File: src/rtl/srrw_pkg.sv
// shared constants and types for the selective-repeat receive window
package srrw_pkg;

    localparam int SEQ_W       = 32;
    localparam int LEN_W       = 11;
    localparam int TOTAL_W     = 15;
    localparam int WINDOW_MAX  = 16;
    localparam int SLOT_W      = $clog2(WINDOW_MAX);
    localparam int WIN_W       = SLOT_W + 1;
    localparam logic [WIN_W-1:0] WINDOW_RESET = WIN_W'(WINDOW_MAX);

    // remainder unit: bits of the sequence number per cycle
    localparam int MOD_DIGIT_W = 4;
    localparam int MOD_STEPS   = SEQ_W / MOD_DIGIT_W;
    localparam int MOD_CNT_W   = $clog2(MOD_STEPS);
    localparam logic [MOD_CNT_W-1:0] MOD_LAST = MOD_CNT_W'(MOD_STEPS - 1);

    // commands from controller to datapath
    typedef struct packed {
        logic load_in;
        logic mod_start;
        logic emit_error;
        logic emit_drop;
        logic emit_end;
        logic do_buffer;
        logic deliver_init;
        logic deliver_step;
    } srrw_cmd_t;

    // status from datapath to controller
    typedef struct packed {
        logic bad;
        logic in_window;
        logic is_expected;
        logic is_end;
        logic mod_done;
        logic more;
    } srrw_status_t;

endpackage

File: src/rtl/srrw_mod.sv
// iterative remainder of the sequence number by the window size
module srrw_mod
    import srrw_pkg::*;
(
    input  logic              clk,
    input  logic              rst_n,
    input  logic              start,
    input  logic [SEQ_W-1:0]  dividend,
    input  logic [WIN_W-1:0]  divisor,
    output logic              done,
    output logic [SLOT_W-1:0] rem
);

    logic                 busy_reg, busy_next;
    logic                 done_reg, done_next;
    logic [MOD_CNT_W-1:0] cnt_reg, cnt_next;
    logic [SEQ_W-1:0]     shift_reg, shift_next;
    logic [SLOT_W-1:0]    rem_reg, rem_next;
    logic [SLOT_W-1:0]    rem_step;

    // restoring steps, one bit each, a digit per cycle
    always_comb
    begin
        logic [WIN_W-1:0] r;
        r = {1'b0, rem_reg};
        for (int i = 0; i < MOD_DIGIT_W; i++)
        begin
            r = {r[WIN_W-2:0], shift_reg[SEQ_W-1-i]};
            if (r >= divisor)
            begin
                r = r - divisor;
            end
        end
        rem_step = r[SLOT_W-1:0];
    end

    // sequencing of the digit steps
    always_comb
    begin
        busy_next  = busy_reg;
        done_next  = 1'b0;
        cnt_next   = cnt_reg;
        shift_next = shift_reg;
        rem_next   = rem_reg;
        if (start)
        begin
            busy_next  = 1'b1;
            cnt_next   = '0;
            shift_next = dividend;
            rem_next   = '0;
        end
        else if (busy_reg)
        begin
            shift_next = shift_reg << MOD_DIGIT_W;
            rem_next   = rem_step;
            cnt_next   = cnt_reg + MOD_CNT_W'(1);
            if (cnt_reg == MOD_LAST)
            begin
                busy_next = 1'b0;
                done_next = 1'b1;
            end
        end
    end

    always_ff @(posedge clk or negedge rst_n)
    begin
        if (!rst_n)
        begin
            busy_reg <= 1'b0;
            done_reg <= 1'b0;
            cnt_reg  <= '0;
        end
        else
        begin
            busy_reg <= busy_next;
            done_reg <= done_next;
            cnt_reg  <= cnt_next;
        end
    end

    always_ff @(posedge clk)
    begin
        shift_reg <= shift_next;
        rem_reg   <= rem_next;
    end

    assign done = done_reg;
    assign rem  = rem_reg;

endmodule

File: src/rtl/srrw_datapath.sv
// window state, slot store, delivery walk and result registers
module srrw_datapath
    import srrw_pkg::*;
(
    input  logic               clk,
    input  logic               rst_n,
    input  logic               cfg_wr_en,
    input  logic [WIN_W-1:0]   cfg_wr_data,
    input  logic [SEQ_W-1:0]   seq_number,
    input  logic               is_end,
    input  logic               checksum_good,
    input  logic [LEN_W-1:0]   payload_length,
    input  srrw_cmd_t          cmd,
    output srrw_status_t       status,
    output logic               result_valid,
    output logic               deliver_valid,
    output logic [SEQ_W-1:0]   deliver_seq,
    output logic [SLOT_W-1:0]  deliver_slot,
    output logic [LEN_W-1:0]   deliver_length,
    output logic               ack_valid,
    output logic [SEQ_W-1:0]   ack_seq,
    output logic               end_seen,
    output logic               checksum_error,
    output logic [TOTAL_W-1:0] total_bytes,
    output logic               last
);

    // configuration and window state
    logic [WIN_W-1:0]      window_reg;
    logic [SEQ_W-1:0]      expected_reg, expected_next;
    logic [WINDOW_MAX-1:0] buffered_reg, buffered_next;
    logic [LEN_W-1:0]      slot_length_mem [WINDOW_MAX];
    logic [LEN_W-1:0]      slot_len_rd_reg;

    // captured transaction
    logic [SEQ_W-1:0]      seq_reg;
    logic                  end_reg;
    logic                  good_reg;
    logic [LEN_W-1:0]      len_reg;

    // delivery walk
    logic [SEQ_W-1:0]      cur_seq_reg, cur_seq_next;
    logic [SLOT_W-1:0]     cur_slot_reg, cur_slot_next;
    logic [SLOT_W-1:0]     step_reg, step_next;
    logic [TOTAL_W-1:0]    total_reg, total_next;

    // result registers
    logic                  res_valid_reg, res_valid_next;
    logic                  dv_reg, dv_next;
    logic [SEQ_W-1:0]      dseq_reg, dseq_next;
    logic [SLOT_W-1:0]     dslot_reg, dslot_next;
    logic [LEN_W-1:0]      dlen_reg, dlen_next;
    logic                  ackv_reg, ackv_next;
    logic [SEQ_W-1:0]      ackseq_reg, ackseq_next;
    logic                  endf_reg, endf_next;
    logic                  cerr_reg, cerr_next;
    logic [TOTAL_W-1:0]    tot_reg, tot_next;
    logic                  last_reg, last_next;

    logic [WIN_W-1:0]      eff_window;
    logic [SEQ_W-1:0]      seq_gap;
    logic                  mod_done;
    logic [SLOT_W-1:0]     mod_rem;
    logic [WIN_W-1:0]      slot_inc;
    logic [SLOT_W-1:0]     next_slot;
    logic                  step_room;
    logic                  more;
    logic [LEN_W-1:0]      item_len;
    logic [TOTAL_W-1:0]    item_total;

    // window clamped to 1..WINDOW_MAX
    always_comb
    begin
        if (window_reg == '0)
        begin
            eff_window = WIN_W'(1);
        end
        else if (window_reg > WIN_W'(WINDOW_MAX))
        begin
            eff_window = WIN_W'(WINDOW_MAX);
        end
        else
        begin
            eff_window = window_reg;
        end
    end

    // slot number of the captured sequence number
    srrw_mod u_mod (
        .clk      (clk),
        .rst_n    (rst_n),
        .start    (cmd.mod_start),
        .dividend (seq_reg),
        .divisor  (eff_window),
        .done     (mod_done),
        .rem      (mod_rem)
    );

    // classification of the captured packet
    assign seq_gap = seq_reg - expected_reg;

    // lookahead on the next slot of the walk
    assign slot_inc  = {1'b0, cur_slot_reg} + WIN_W'(1);
    assign next_slot = (slot_inc == eff_window) ? '0 : slot_inc[SLOT_W-1:0];
    assign step_room = ({1'b0, step_reg} + WIN_W'(1)) < eff_window;
    assign more      = step_room && buffered_reg[next_slot];
    assign item_len  = (step_reg == '0) ? len_reg : slot_len_rd_reg;
    assign item_total = total_reg + TOTAL_W'(item_len);

    always_comb
    begin
        status.bad         = !good_reg;
        status.in_window   = (seq_gap != '0) && (seq_gap < SEQ_W'(eff_window));
        status.is_expected = (seq_gap == '0);
        status.is_end      = end_reg;
        status.mod_done    = mod_done;
        status.more        = more;
    end

    // next state of window, walk and result
    always_comb
    begin
        expected_next  = expected_reg;
        buffered_next  = buffered_reg;
        cur_seq_next   = cur_seq_reg;
        cur_slot_next  = cur_slot_reg;
        step_next      = step_reg;
        total_next     = total_reg;
        res_valid_next = 1'b0;
        dv_next        = 1'b0;
        dseq_next      = '0;
        dslot_next     = '0;
        dlen_next      = '0;
        ackv_next      = 1'b0;
        ackseq_next    = '0;
        endf_next      = 1'b0;
        cerr_next      = 1'b0;
        tot_next       = '0;
        last_next      = 1'b0;

        if (cmd.emit_error)
        begin
            res_valid_next = 1'b1;
            cerr_next      = 1'b1;
            last_next      = 1'b1;
        end

        if (cmd.emit_drop)
        begin
            res_valid_next = 1'b1;
            last_next      = 1'b1;
        end

        if (cmd.emit_end)
        begin
            res_valid_next = 1'b1;
            ackv_next      = 1'b1;
            ackseq_next    = seq_reg;
            endf_next      = 1'b1;
            last_next      = 1'b1;
        end

        if (cmd.do_buffer)
        begin
            buffered_next[mod_rem] = 1'b1;
            res_valid_next         = 1'b1;
            ackv_next              = 1'b1;
            ackseq_next            = seq_reg;
            last_next              = 1'b1;
        end

        if (cmd.deliver_init)
        begin
            cur_seq_next  = seq_reg;
            cur_slot_next = mod_rem;
            step_next     = '0;
            total_next    = '0;
        end

        if (cmd.deliver_step)
        begin
            if (step_reg != '0)
            begin
                buffered_next[cur_slot_reg] = 1'b0;
            end
            res_valid_next = 1'b1;
            dv_next        = 1'b1;
            dseq_next      = cur_seq_reg;
            dslot_next     = cur_slot_reg;
            dlen_next      = item_len;
            tot_next       = item_total;
            ackv_next      = !more;
            ackseq_next    = more ? '0 : seq_reg;
            last_next      = !more;
            cur_seq_next   = cur_seq_reg + SEQ_W'(1);
            cur_slot_next  = next_slot;
            step_next      = step_reg + SLOT_W'(1);
            total_next     = item_total;
            if (!more)
            begin
                expected_next = cur_seq_reg + SEQ_W'(1);
            end
        end
    end

    // control state
    always_ff @(posedge clk or negedge rst_n)
    begin
        if (!rst_n)
        begin
            window_reg    <= WINDOW_RESET;
            expected_reg  <= '0;
            buffered_reg  <= '0;
            res_valid_reg <= 1'b0;
        end
        else
        begin
            if (cfg_wr_en)
            begin
                window_reg <= cfg_wr_data;
            end
            expected_reg  <= expected_next;
            buffered_reg  <= buffered_next;
            res_valid_reg <= res_valid_next;
        end
    end

    // slot length store, read ahead at the slot the walk visits next
    always_ff @(posedge clk)
    begin
        if (cmd.do_buffer)
        begin
            slot_length_mem[mod_rem] <= len_reg;
        end
        slot_len_rd_reg <= slot_length_mem[cur_slot_next];
    end

    // payload registers
    always_ff @(posedge clk)
    begin
        if (cmd.load_in)
        begin
            seq_reg  <= seq_number;
            end_reg  <= is_end;
            good_reg <= checksum_good;
            len_reg  <= payload_length;
        end
        cur_seq_reg  <= cur_seq_next;
        cur_slot_reg <= cur_slot_next;
        step_reg     <= step_next;
        total_reg    <= total_next;
        dv_reg       <= dv_next;
        dseq_reg     <= dseq_next;
        dslot_reg    <= dslot_next;
        dlen_reg     <= dlen_next;
        ackv_reg     <= ackv_next;
        ackseq_reg   <= ackseq_next;
        endf_reg     <= endf_next;
        cerr_reg     <= cerr_next;
        tot_reg      <= tot_next;
        last_reg     <= last_next;
    end

    assign result_valid   = res_valid_reg;
    assign deliver_valid  = dv_reg;
    assign deliver_seq    = dseq_reg;
    assign deliver_slot   = dslot_reg;
    assign deliver_length = dlen_reg;
    assign ack_valid      = ackv_reg;
    assign ack_seq        = ackseq_reg;
    assign end_seen       = endf_reg;
    assign checksum_error = cerr_reg;
    assign total_bytes    = tot_reg;
    assign last           = last_reg;

endmodule

File: src/rtl/srrw_ctrl.sv
// controller state machine for the receive window
module srrw_ctrl
    import srrw_pkg::*;
(
    input  logic         clk,
    input  logic         rst_n,
    input  logic         start,
    input  srrw_status_t status,
    output srrw_cmd_t    cmd,
    output logic         busy
);

    typedef enum logic [4:0] {
        ST_IDLE    = 5'b00001,
        ST_CHECK   = 5'b00010,
        ST_MOD     = 5'b00100,
        ST_BUFFER  = 5'b01000,
        ST_DELIVER = 5'b10000
    } srrw_state_t;

    srrw_state_t state_reg, state_next;

    // next state and commands
    always_comb
    begin
        state_next = state_reg;
        cmd        = '0;
        case (state_reg)
            ST_IDLE:
            begin
                if (start)
                begin
                    cmd.load_in = 1'b1;
                    state_next  = ST_CHECK;
                end
            end
            ST_CHECK:
            begin
                if (status.bad)
                begin
                    cmd.emit_error = 1'b1;
                    state_next     = ST_IDLE;
                end
                else if (status.in_window)
                begin
                    cmd.mod_start = 1'b1;
                    state_next    = ST_MOD;
                end
                else if (!status.is_expected)
                begin
                    cmd.emit_drop = 1'b1;
                    state_next    = ST_IDLE;
                end
                else if (status.is_end)
                begin
                    cmd.emit_end = 1'b1;
                    state_next   = ST_IDLE;
                end
                else
                begin
                    cmd.mod_start = 1'b1;
                    state_next    = ST_MOD;
                end
            end
            ST_MOD:
            begin
                if (status.mod_done)
                begin
                    if (status.in_window)
                    begin
                        state_next = ST_BUFFER;
                    end
                    else
                    begin
                        cmd.deliver_init = 1'b1;
                        state_next       = ST_DELIVER;
                    end
                end
            end
            ST_BUFFER:
            begin
                cmd.do_buffer = 1'b1;
                state_next    = ST_IDLE;
            end
            ST_DELIVER:
            begin
                cmd.deliver_step = 1'b1;
                if (!status.more)
                begin
                    state_next = ST_IDLE;
                end
            end
            default:
            begin
                state_next = ST_IDLE;
            end
        endcase
    end

    always_ff @(posedge clk or negedge rst_n)
    begin
        if (!rst_n)
        begin
            state_reg <= ST_IDLE;
        end
        else
        begin
            state_reg <= state_next;
        end
    end

    assign busy = (state_reg != ST_IDLE);

endmodule

File: src/rtl/selective_repeat_receive_window_unit.sv
// Receive window of a selective-repeat receiver: one packet header per start,
// one or more result transactions strobed by result_valid, one per cycle, which
// the receiver must take as they come. A header is taken when start is high and
// busy is low. A bad checksum, a dropped packet or an expected END packet
// keeps busy high for one cycle. Any packet that needs its slot number waits
// on the remainder unit, which handles four bits of the sequence number a
// cycle, before it is buffered or released, one delivery transaction a cycle.
// Results are registered and appear in the cycle after the state that makes
// them, the last one carrying last and, for a buffered, END or delivered
// packet, the acknowledgement. The user must write the window register through
// cfg_wr_en and cfg_wr_data only while the block is idle; the block itself
// does not enforce this.
module selective_repeat_receive_window_unit
    import srrw_pkg::*;
(
    input  logic               clk,
    input  logic               rst_n,
    input  logic               cfg_wr_en,
    input  logic [WIN_W-1:0]   cfg_wr_data,
    input  logic               start,
    output logic               busy,
    input  logic [SEQ_W-1:0]   seq_number,
    input  logic               is_end,
    input  logic               checksum_good,
    input  logic [LEN_W-1:0]   payload_length,
    output logic               result_valid,
    output logic               deliver_valid,
    output logic [SEQ_W-1:0]   deliver_seq,
    output logic [SLOT_W-1:0]  deliver_slot,
    output logic [LEN_W-1:0]   deliver_length,
    output logic               ack_valid,
    output logic [SEQ_W-1:0]   ack_seq,
    output logic               end_seen,
    output logic               checksum_error,
    output logic [TOTAL_W-1:0] total_bytes,
    output logic               last
);

    srrw_cmd_t    cmd;
    srrw_status_t status;

    // sequencing
    srrw_ctrl u_ctrl (
        .clk    (clk),
        .rst_n  (rst_n),
        .start  (start),
        .status (status),
        .cmd    (cmd),
        .busy   (busy)
    );

    // window state and results
    srrw_datapath u_datapath (
        .clk            (clk),
        .rst_n          (rst_n),
        .cfg_wr_en      (cfg_wr_en),
        .cfg_wr_data    (cfg_wr_data),
        .seq_number     (seq_number),
        .is_end         (is_end),
        .checksum_good  (checksum_good),
        .payload_length (payload_length),
        .cmd            (cmd),
        .status         (status),
        .result_valid   (result_valid),
        .deliver_valid  (deliver_valid),
        .deliver_seq    (deliver_seq),
        .deliver_slot   (deliver_slot),
        .deliver_length (deliver_length),
        .ack_valid      (ack_valid),
        .ack_seq        (ack_seq),
        .end_seen       (end_seen),
        .checksum_error (checksum_error),
        .total_bytes    (total_bytes),
        .last           (last)
    );

endmodule

File: config.mk
export PLATFORM = sky130hd
export DESIGN_NAME = selective_repeat_receive_window_unit
export DESIGN_NICKNAME = d
export VERILOG_FILES = /design/src/rtl/srrw_pkg.sv /design/src/rtl/srrw_mod.sv /design/src/rtl/srrw_datapath.sv /design/src/rtl/srrw_ctrl.sv /design/src/rtl/selective_repeat_receive_window_unit.sv
export SDC_FILE = /design/constraint.sdc
export NUM_CORES = 1
export LEC_CHECK = 0
export ABC_CLOCK_PERIOD_IN_PS = 7800
export BUFFER_PORTS_ARGS = -buffer_cell sky130_fd_sc_hd__buf_2
export CAP_MARGIN = 40
export CORE_MARGIN = 2
export CORE_UTILIZATION = 55
export CTS_CLUSTER_SIZE = 8
export DETAILED_ROUTE_END_ITERATION = 12
export GPL_TIMING_DRIVEN = 0
export PLACE_DENSITY = 0.85
export SLEW_MARGIN = 20
export SYNTH_ARGS = -nofsm -noshare
export SYNTH_HDL_FRONTEND = slang
export SYNTH_SLANG_ARGS = --single-unit
File: constraint.sdc
create_clock -name clk -period 7.8 [get_ports clk]
set_input_delay 0.78 -clock clk [delete_from_list [all_inputs] [get_ports clk]]
set_output_delay 0.78 -clock clk [all_outputs]
set_load 0.01 [all_outputs]
==> out/qor.txt, run 1 <==
Status: finished, final reports clean
First-pass GRT wire length: 87910 µm
Drt pass-1 iters: 6
Share of the synthesized area in the top cell type: 41.78%
Max Slew Vio Count: 0
GRT Util Overall: 27.88%
Io pins: 155
Post-synthesis area per instance: 12.19 µm²
Post-synthesis cell count: 1792
Critical Path Slowest Stage Cell: dfstp_2
Setup WS post-layout: 0.4771 ns
Clk Latency, worst-skew pair: 0.61 ns
Pin slew with the least headroom to its limit: 0.8853 ns
Syn-to-layout area delta: 18.21%
# diodes: 0
Critical path class: reg2reg
Internal power: 0.004681 W
Gate power share: 7.3%
Syn. warnings: 0
Psw: 0.001447 W
Worst setup SP type: flip-flop
Worst hold margin: 0.07152 ns
Drt initial violations: 1609
Synth Area in Compound Gates: 9.104%
Largest net degree at the start of global routing: 52
Die ar.: 41340 µm²
Final Cell Area: 25830 µm²
Clock power share: 46.9%
Worst VDD drop: 0.1992 mV
PD cells: 237.2 nW/µm²
Simple-gate share of the synthesized area: 11.14%
Fill cells: 2805
Post-Route WL: 57880 µm
Crit end category: flip-flop
Fin nets: 2187
Yosys reg bits: 486
Site Rows: 73
Via count: 15570
H-tree level count: 3
Num Clock Sinks: 486
Sequential standard cell area: 13100 µm²
WP data required: 8.26 ns
Post-synth EDFFs: 304
XOR/XNOR share of the synthesized area: 2.806%
Area leader, netlist: edfxtp_1
Via/cell ratio: 5.918
Top-count cell post-synth: edfxtp_1
Largest stage delay, worst path: 0.56 ns
Final hold viol count: 0
Die width: 203.3 µm
Worst-case headroom to the max-slew limit: 40.98%
Sw Ratio: 23.62%
Setup Viol. Count Final: 0
Sequential share of the synthesized area: 59.93%
Hold Path Class: in2async
Grt total ovfl: 0
Max frequency: 0.1366 GHz
Antenna Nets Post-Route: 0
Area of the multi-input gates: 8185 µm²
Fraction of layout cells with a size suffix above 1: 17.71%
Per-cell routed wire length: 22.00 µm
Vias in the first global route: 15890
Synthesized area: 21850 µm²
Synth Area in Adders: 5.073%
DP Wirelength: 39440 µm
CTS tree: built
CP arrival: 7.79 ns
Die H: 203.3 µm
Std-Cell Core Area: 39460 µm²
Syn_nets: 1931
DRC violations left: 0
Critical path's top delay family: compound AO/OA/AOI/OAI gates
RD Place Congestion: 0.9468
Clock Tree Buf Depth: 3
Post-CTS Hold Fix Bufs: 0
Register with the most flip-flops: u_datapath.slot_length_mem
Final critical-path required period: 7.323 ns
P_leak: 9.838 nW
Reg2Reg Depth: 41
Synth cell count leaders: edfxtp_1 (304), nand2_1 (189), mux2i_1 (142), dfxtp_1 (118), o21ai_0 (108)
DP Area: 23500 µm²
Max Cap Viol: 0
Primary FF master, synth: edfxtp_1
Largest register FFs: 176
Crit-path max FO: 8
Clock-pin transition on the worst setup and hold timing paths: 0.05 ns
Sequential share of power: 45.9%
Final worst path period share: 93.88%
Post-Place Setup Slack: -0.5328 ns
Combinational family with the most area after synthesis: simple AND/OR/NAND/NOR gates
Multiplexer area fraction after synthesis: 8.824%
Worst clock skew: 0.02489 ns
CP most frequent cell: o21ai_0
Critical path depth in cells: 41
R2R Setup Slk: 0.48 ns
TritonCTS buffer count: 71
Main area contributors after synthesis: edfxtp_1 (42%), dfxtp_1 (11%), dfrtp_1 (7.1%)
Initial Utilization: 55.38%
Synth unique cells: 73
WP buf/inv: 4
Initial antenna violation count: 2
# port buffers: 154
Fraction of registers with async set/reset: 13.17%
Root Buffer Master: clkbuf_16
## metal layers
layer  wire length (µm)  GRT usage, %
met5                  0             0
met4               2713         14.55
met3               4738         5.369
met2              28350         46.78
met1              22090         34.37
## worst paths after layout
check                                                   startpoint                                       to
max                           u_datapath.window_reg[4]$_DFFE_PN1P_     u_datapath.u_mod.rem[1]$_SDFFE_PP0P_
min in group clk                                 payload_length[9]          u_datapath.len_reg[9]$_DFFE_PP_
min reg2reg                u_datapath.expected_reg[24]$_DFFE_PN0P_  u_datapath.expected_reg[24]$_DFFE_PN0P_
max reg2reg                   u_datapath.window_reg[4]$_DFFE_PN1P_     u_datapath.u_mod.rem[1]$_SDFFE_PP0P_
min                                                          rst_n  u_datapath.expected_reg[18]$_DFFE_PN0P_
max in group asynchronous                                    rst_n          u_ctrl.state_reg[0]$_DFFE_PN1P_
## kinds of logic (layout without fill, tap and decap cells)
kind of cell	Yosys count	in the layout
adders and majority gates	85	85
AOI/OAI and AO/OA	305	305
muxes	183	183
buffers and inverters	151	465
and+or+nand+nor	512	512
xor gates and xnor gates	70	70
DFF	486	486
## worst register-to-register path: cells and delay by family (launching register included)
kind | cells | cell delay, ns
adder cells (fa/ha/maj) | 4 | 1.11
flip-flops | 1 | 0.56
buffers and inverters | 4 | 0.62
AND/OR/NAND/NOR | 13 | 1.40
multiplexers | 1 | 0.24
AO/OA/AOI/OAI | 19 | 3.24
## placed cells by master (no fill, tap or decap), types with 75 or more instances in the layout
master,netlist,final
edfxtp_1,304,304
nand2_1,189,186
buf_2,10,163
mux2i_1,142,142
dfxtp_1,118,118
o21ai_0,108,103
clkbuf_1,48,100
nor2_1,99,90
ha_1,79,79
inv_1,76,75
## through the flow
step                cells  TNS [ns]  util [%]  total power, W
floorplan            1792         0         -        0.003131
global placement     2471   -0.3664     59.00        0.003239
detailed placement   2485    -1.979     59.57        0.003265
CTS                  2616         0     64.95        0.006123
global route         2631   -0.1190     65.46        0.006308
finish               2631         0     65.46        0.006128
## what timing repair did
item                                    CTS  global route
setup buffers                             0             9
pin swaps                                 0             4
resized for setup                         6            14
endpoints found under the setup margin    4             4
## power by group through the flow
stage / combinational (W) / clock (W) / sequential (W)
after CTS: 0.000415 / 0.00290 / 0.00281
after global routing: 0.000489 / 0.00301 / 0.00281
after floorplan: 0.000296 / 0 / 0.00283
after global placement: 0.000383 / 0 / 0.00286
final: 0.000446 / 0.00287 / 0.00281
after detailed placement: 0.000410 / 0 / 0.00286
## layout make-up
cell class / count / area share [%]
clock buffer: 123 / 7.634
buffer: 75 / 1.540
timing repair buffer: 183 / 4.234
tap: 525 / 2.543
sequential: 486 / 50.70
multi-input combinational: 1155 / 31.69
clock inverter: 8 / 0.5425
inverter: 76 / 1.119
Note: power is estimated with default switching activity, not from simulation.
==> run 2, diff against run 1 <==
--- a/config.mk
+++ b/config.mk
@@ -5,7 +5,7 @@
 export SDC_FILE = /design/constraint.sdc
 export NUM_CORES = 1
 export LEC_CHECK = 0
-export ABC_CLOCK_PERIOD_IN_PS = 7800
+export ABC_CLOCK_PERIOD_IN_PS = 9200
 export BUFFER_PORTS_ARGS = -buffer_cell sky130_fd_sc_hd__buf_2
 export CAP_MARGIN = 40
 export CORE_MARGIN = 2
==> constraint.sdc (replaced) <==
create_clock -name clk -period 9.2 [get_ports clk]
set_input_delay 0.92 -clock clk [delete_from_list [all_inputs] [get_ports clk]]
set_output_delay 0.92 -clock clk [all_outputs]
set_load 0.01 [all_outputs]
==> out/qor.txt, run 2 (synthesized netlist as in run 1, its figures left out) <==
Max Slew Vio Count: 0
Crit-path max FO: 9
Final hold viol count: 0
Setup Viol. Count Final: 0
Site Rows: 73
Drt pass-1 iters: 6
Io pins: 155
Initial antenna violation count: 2
Die ar.: 41340 µm²
Hold Path Class: in2async
# port buffers: 154
DP Wirelength: 39440 µm
Critical path class: reg2reg
Fin nets: 2178
Final worst path period share: 92.35%
Sequential share of power: 46.1%
Clk Latency, worst-skew pair: 0.61 ns
CTS tree: built
RSZ-0062 raised after global routing: no
First-pass GRT wire length: 87820 µm
Critical Path Slowest Stage Cell: dfstp_2
PD cells: 201.3 nW/µm²
Internal power: 0.003957 W
Worst VDD drop: 0.1698 mV
Post-CTS Hold Fix Bufs: 0
Largest net degree at the start of global routing: 52
Setup TNS Final: 0 ns
Sequential standard cell area: 13100 µm²
Worst-case headroom to the max-slew limit: 43.33%
Std-Cell Core Area: 39460 µm²
CP most frequent cell: o21ai_0
Postcts setup bufs: 0
Vias in the first global route: 15880
Antenna Nets Post-Route: 0
Pin slew with the least headroom to its limit: 0.8500 ns
# diodes: 0
RD Place Congestion: 0.9468
Via/cell ratio: 5.912
Fraction of layout cells with a size suffix above 1: 16.88%
Clock power share: 47.1%
WP data required: 9.67 ns
H-tree level count: 3
Clock-pin transition on the worst setup and hold timing paths: 0.05 ns
Max frequency: 0.1177 GHz
Gate power share: 6.9%
P_leak: 9.786 nW
Register with the most flip-flops: u_datapath.slot_length_mem
Status: finished, final reports clean
Final critical-path required period: 8.496 ns
Worst clock skew: 0.02371 ns
Clock Tree Buf Depth: 3
WP buf/inv: 4
Drt initial violations: 1608
Post-CTS sizing: 0
Sw Ratio: 23.51%
CP arrival: 8.97 ns
Commonest non-fill, non-tap cell in the layout: edfxtp_1
Via count: 15500
Post-Route WL: 57730 µm
Per-cell routed wire length: 22.02 µm
Worst setup SP type: flip-flop
Initial Utilization: 55.38%
Fill cells: 2829
Psw: 0.001216 W
Num Clock Sinks: 486
DRC violations left: 0
TritonCTS buffer count: 71
Max Cap Viol: 0
Critical path's top delay family: compound AO/OA/AOI/OAI gates
Final core utilization: 65.12%
Crit end category: flip-flop
Grt total ovfl: 0
Most frequent cells in the layout: edfxtp_1 (304), nand2_1 (188), buf_2 (163)
Root Buffer Master: clkbuf_16
Die width: 203.3 µm
Largest register FFs: 176
Area of the multi-input gates: 8123 µm²
Die H: 203.3 µm
Largest stage delay, worst path: 0.59 ns
Syn-to-layout area delta: 17.60%
GRT Util Overall: 27.84%
-- run 2: final cells by class --
class / count / share of cell area (%)
inverters: 76 / 1.110
plain buffers: 75 / 1.548
clock inverters: 8 / 0.5454
multi-input cells: 1155 / 31.61
flip-flops and latches: 486 / 50.96
clock buffers: 123 / 7.674
repair buffers: 174 / 3.993
well taps: 525 / 2.556
-- run 2: path summary, 6_finish.rpt --
kind / startpoint / end / slack [ns] / cells past startpoint
worst min-delay path: rst_n / u_datapath.expected_reg[18]$_DFFE_PN0P_ / 0.21 / 1
worst max-delay path: u_datapath.window_reg[4]$_DFFE_PN1P_ / u_datapath.u_mod.rem[2]$_SDFFE_PP0P_ / 0.70 / 39
worst min register to register: u_datapath.expected_reg[24]$_DFFE_PN0P_ / u_datapath.expected_reg[24]$_DFFE_PN0P_ / 0.48 / 2
worst max register to register: u_datapath.window_reg[4]$_DFFE_PN1P_ / u_datapath.u_mod.rem[2]$_SDFFE_PP0P_ / 0.70 / 39
min in group clk: u_datapath.expected_reg[24]$_DFFE_PN0P_ / u_datapath.expected_reg[24]$_DFFE_PN0P_ / 0.48 / 2
max in group asynchronous: rst_n / u_ctrl.state_reg[0]$_DFFE_PN1P_ / 8.37 / 2
-- run 2: power groups by stage --
stage	clock [W]	combinational [W]	sequential, W
floorplan	0	0.000251	0.00240
global placement	0	0.000325	0.00242
detailed placement	0	0.000347	0.00242
CTS	0.00246	0.000351	0.00238
global route	0.00255	0.000392	0.00238
finish	0.00243	0.000356	0.00238
-- run 2: metrics by stage --
step	total power [W]	instance area [µm²]	hold WS, ns	std cells	worst slack [ns]
after global placement	0.002746	23280	0.4615	2471	1.249
after CTS	0.005190	25620	0.2012	2616	0.8221
after floorplan	0.002654	21850	0.4357	1792	2.155
after detailed placement	0.002769	23500	0.4705	2485	0.8672
after global routing	0.005325	25700	0.2222	2622	0.07467
final	0.005174	25700	0.2102	2622	0.7038
-- run 2: metal layers --
metal,track usage [%],vias to the layer above,part of all wire (%)
met3,5.369,165,7.8
li1,-,6993,-
met1,34.36,7577,39
met4,14.47,0,4.6
met2,46.70,767,49
met5,0,-,0
-- run 2: worst register-to-register path: cells and delay by family, from the launching register on --
kind | cells | cell delay (ns)
AND/OR/NAND/NOR | 11 | 1.56
flip-flops | 1 | 0.59
buffers and inverters | 4 | 0.60
AO/OA/AOI/OAI | 19 | 4.27
adder cells (fa/ha/maj) | 4 | 1.26
multiplexers | 1 | 0.11
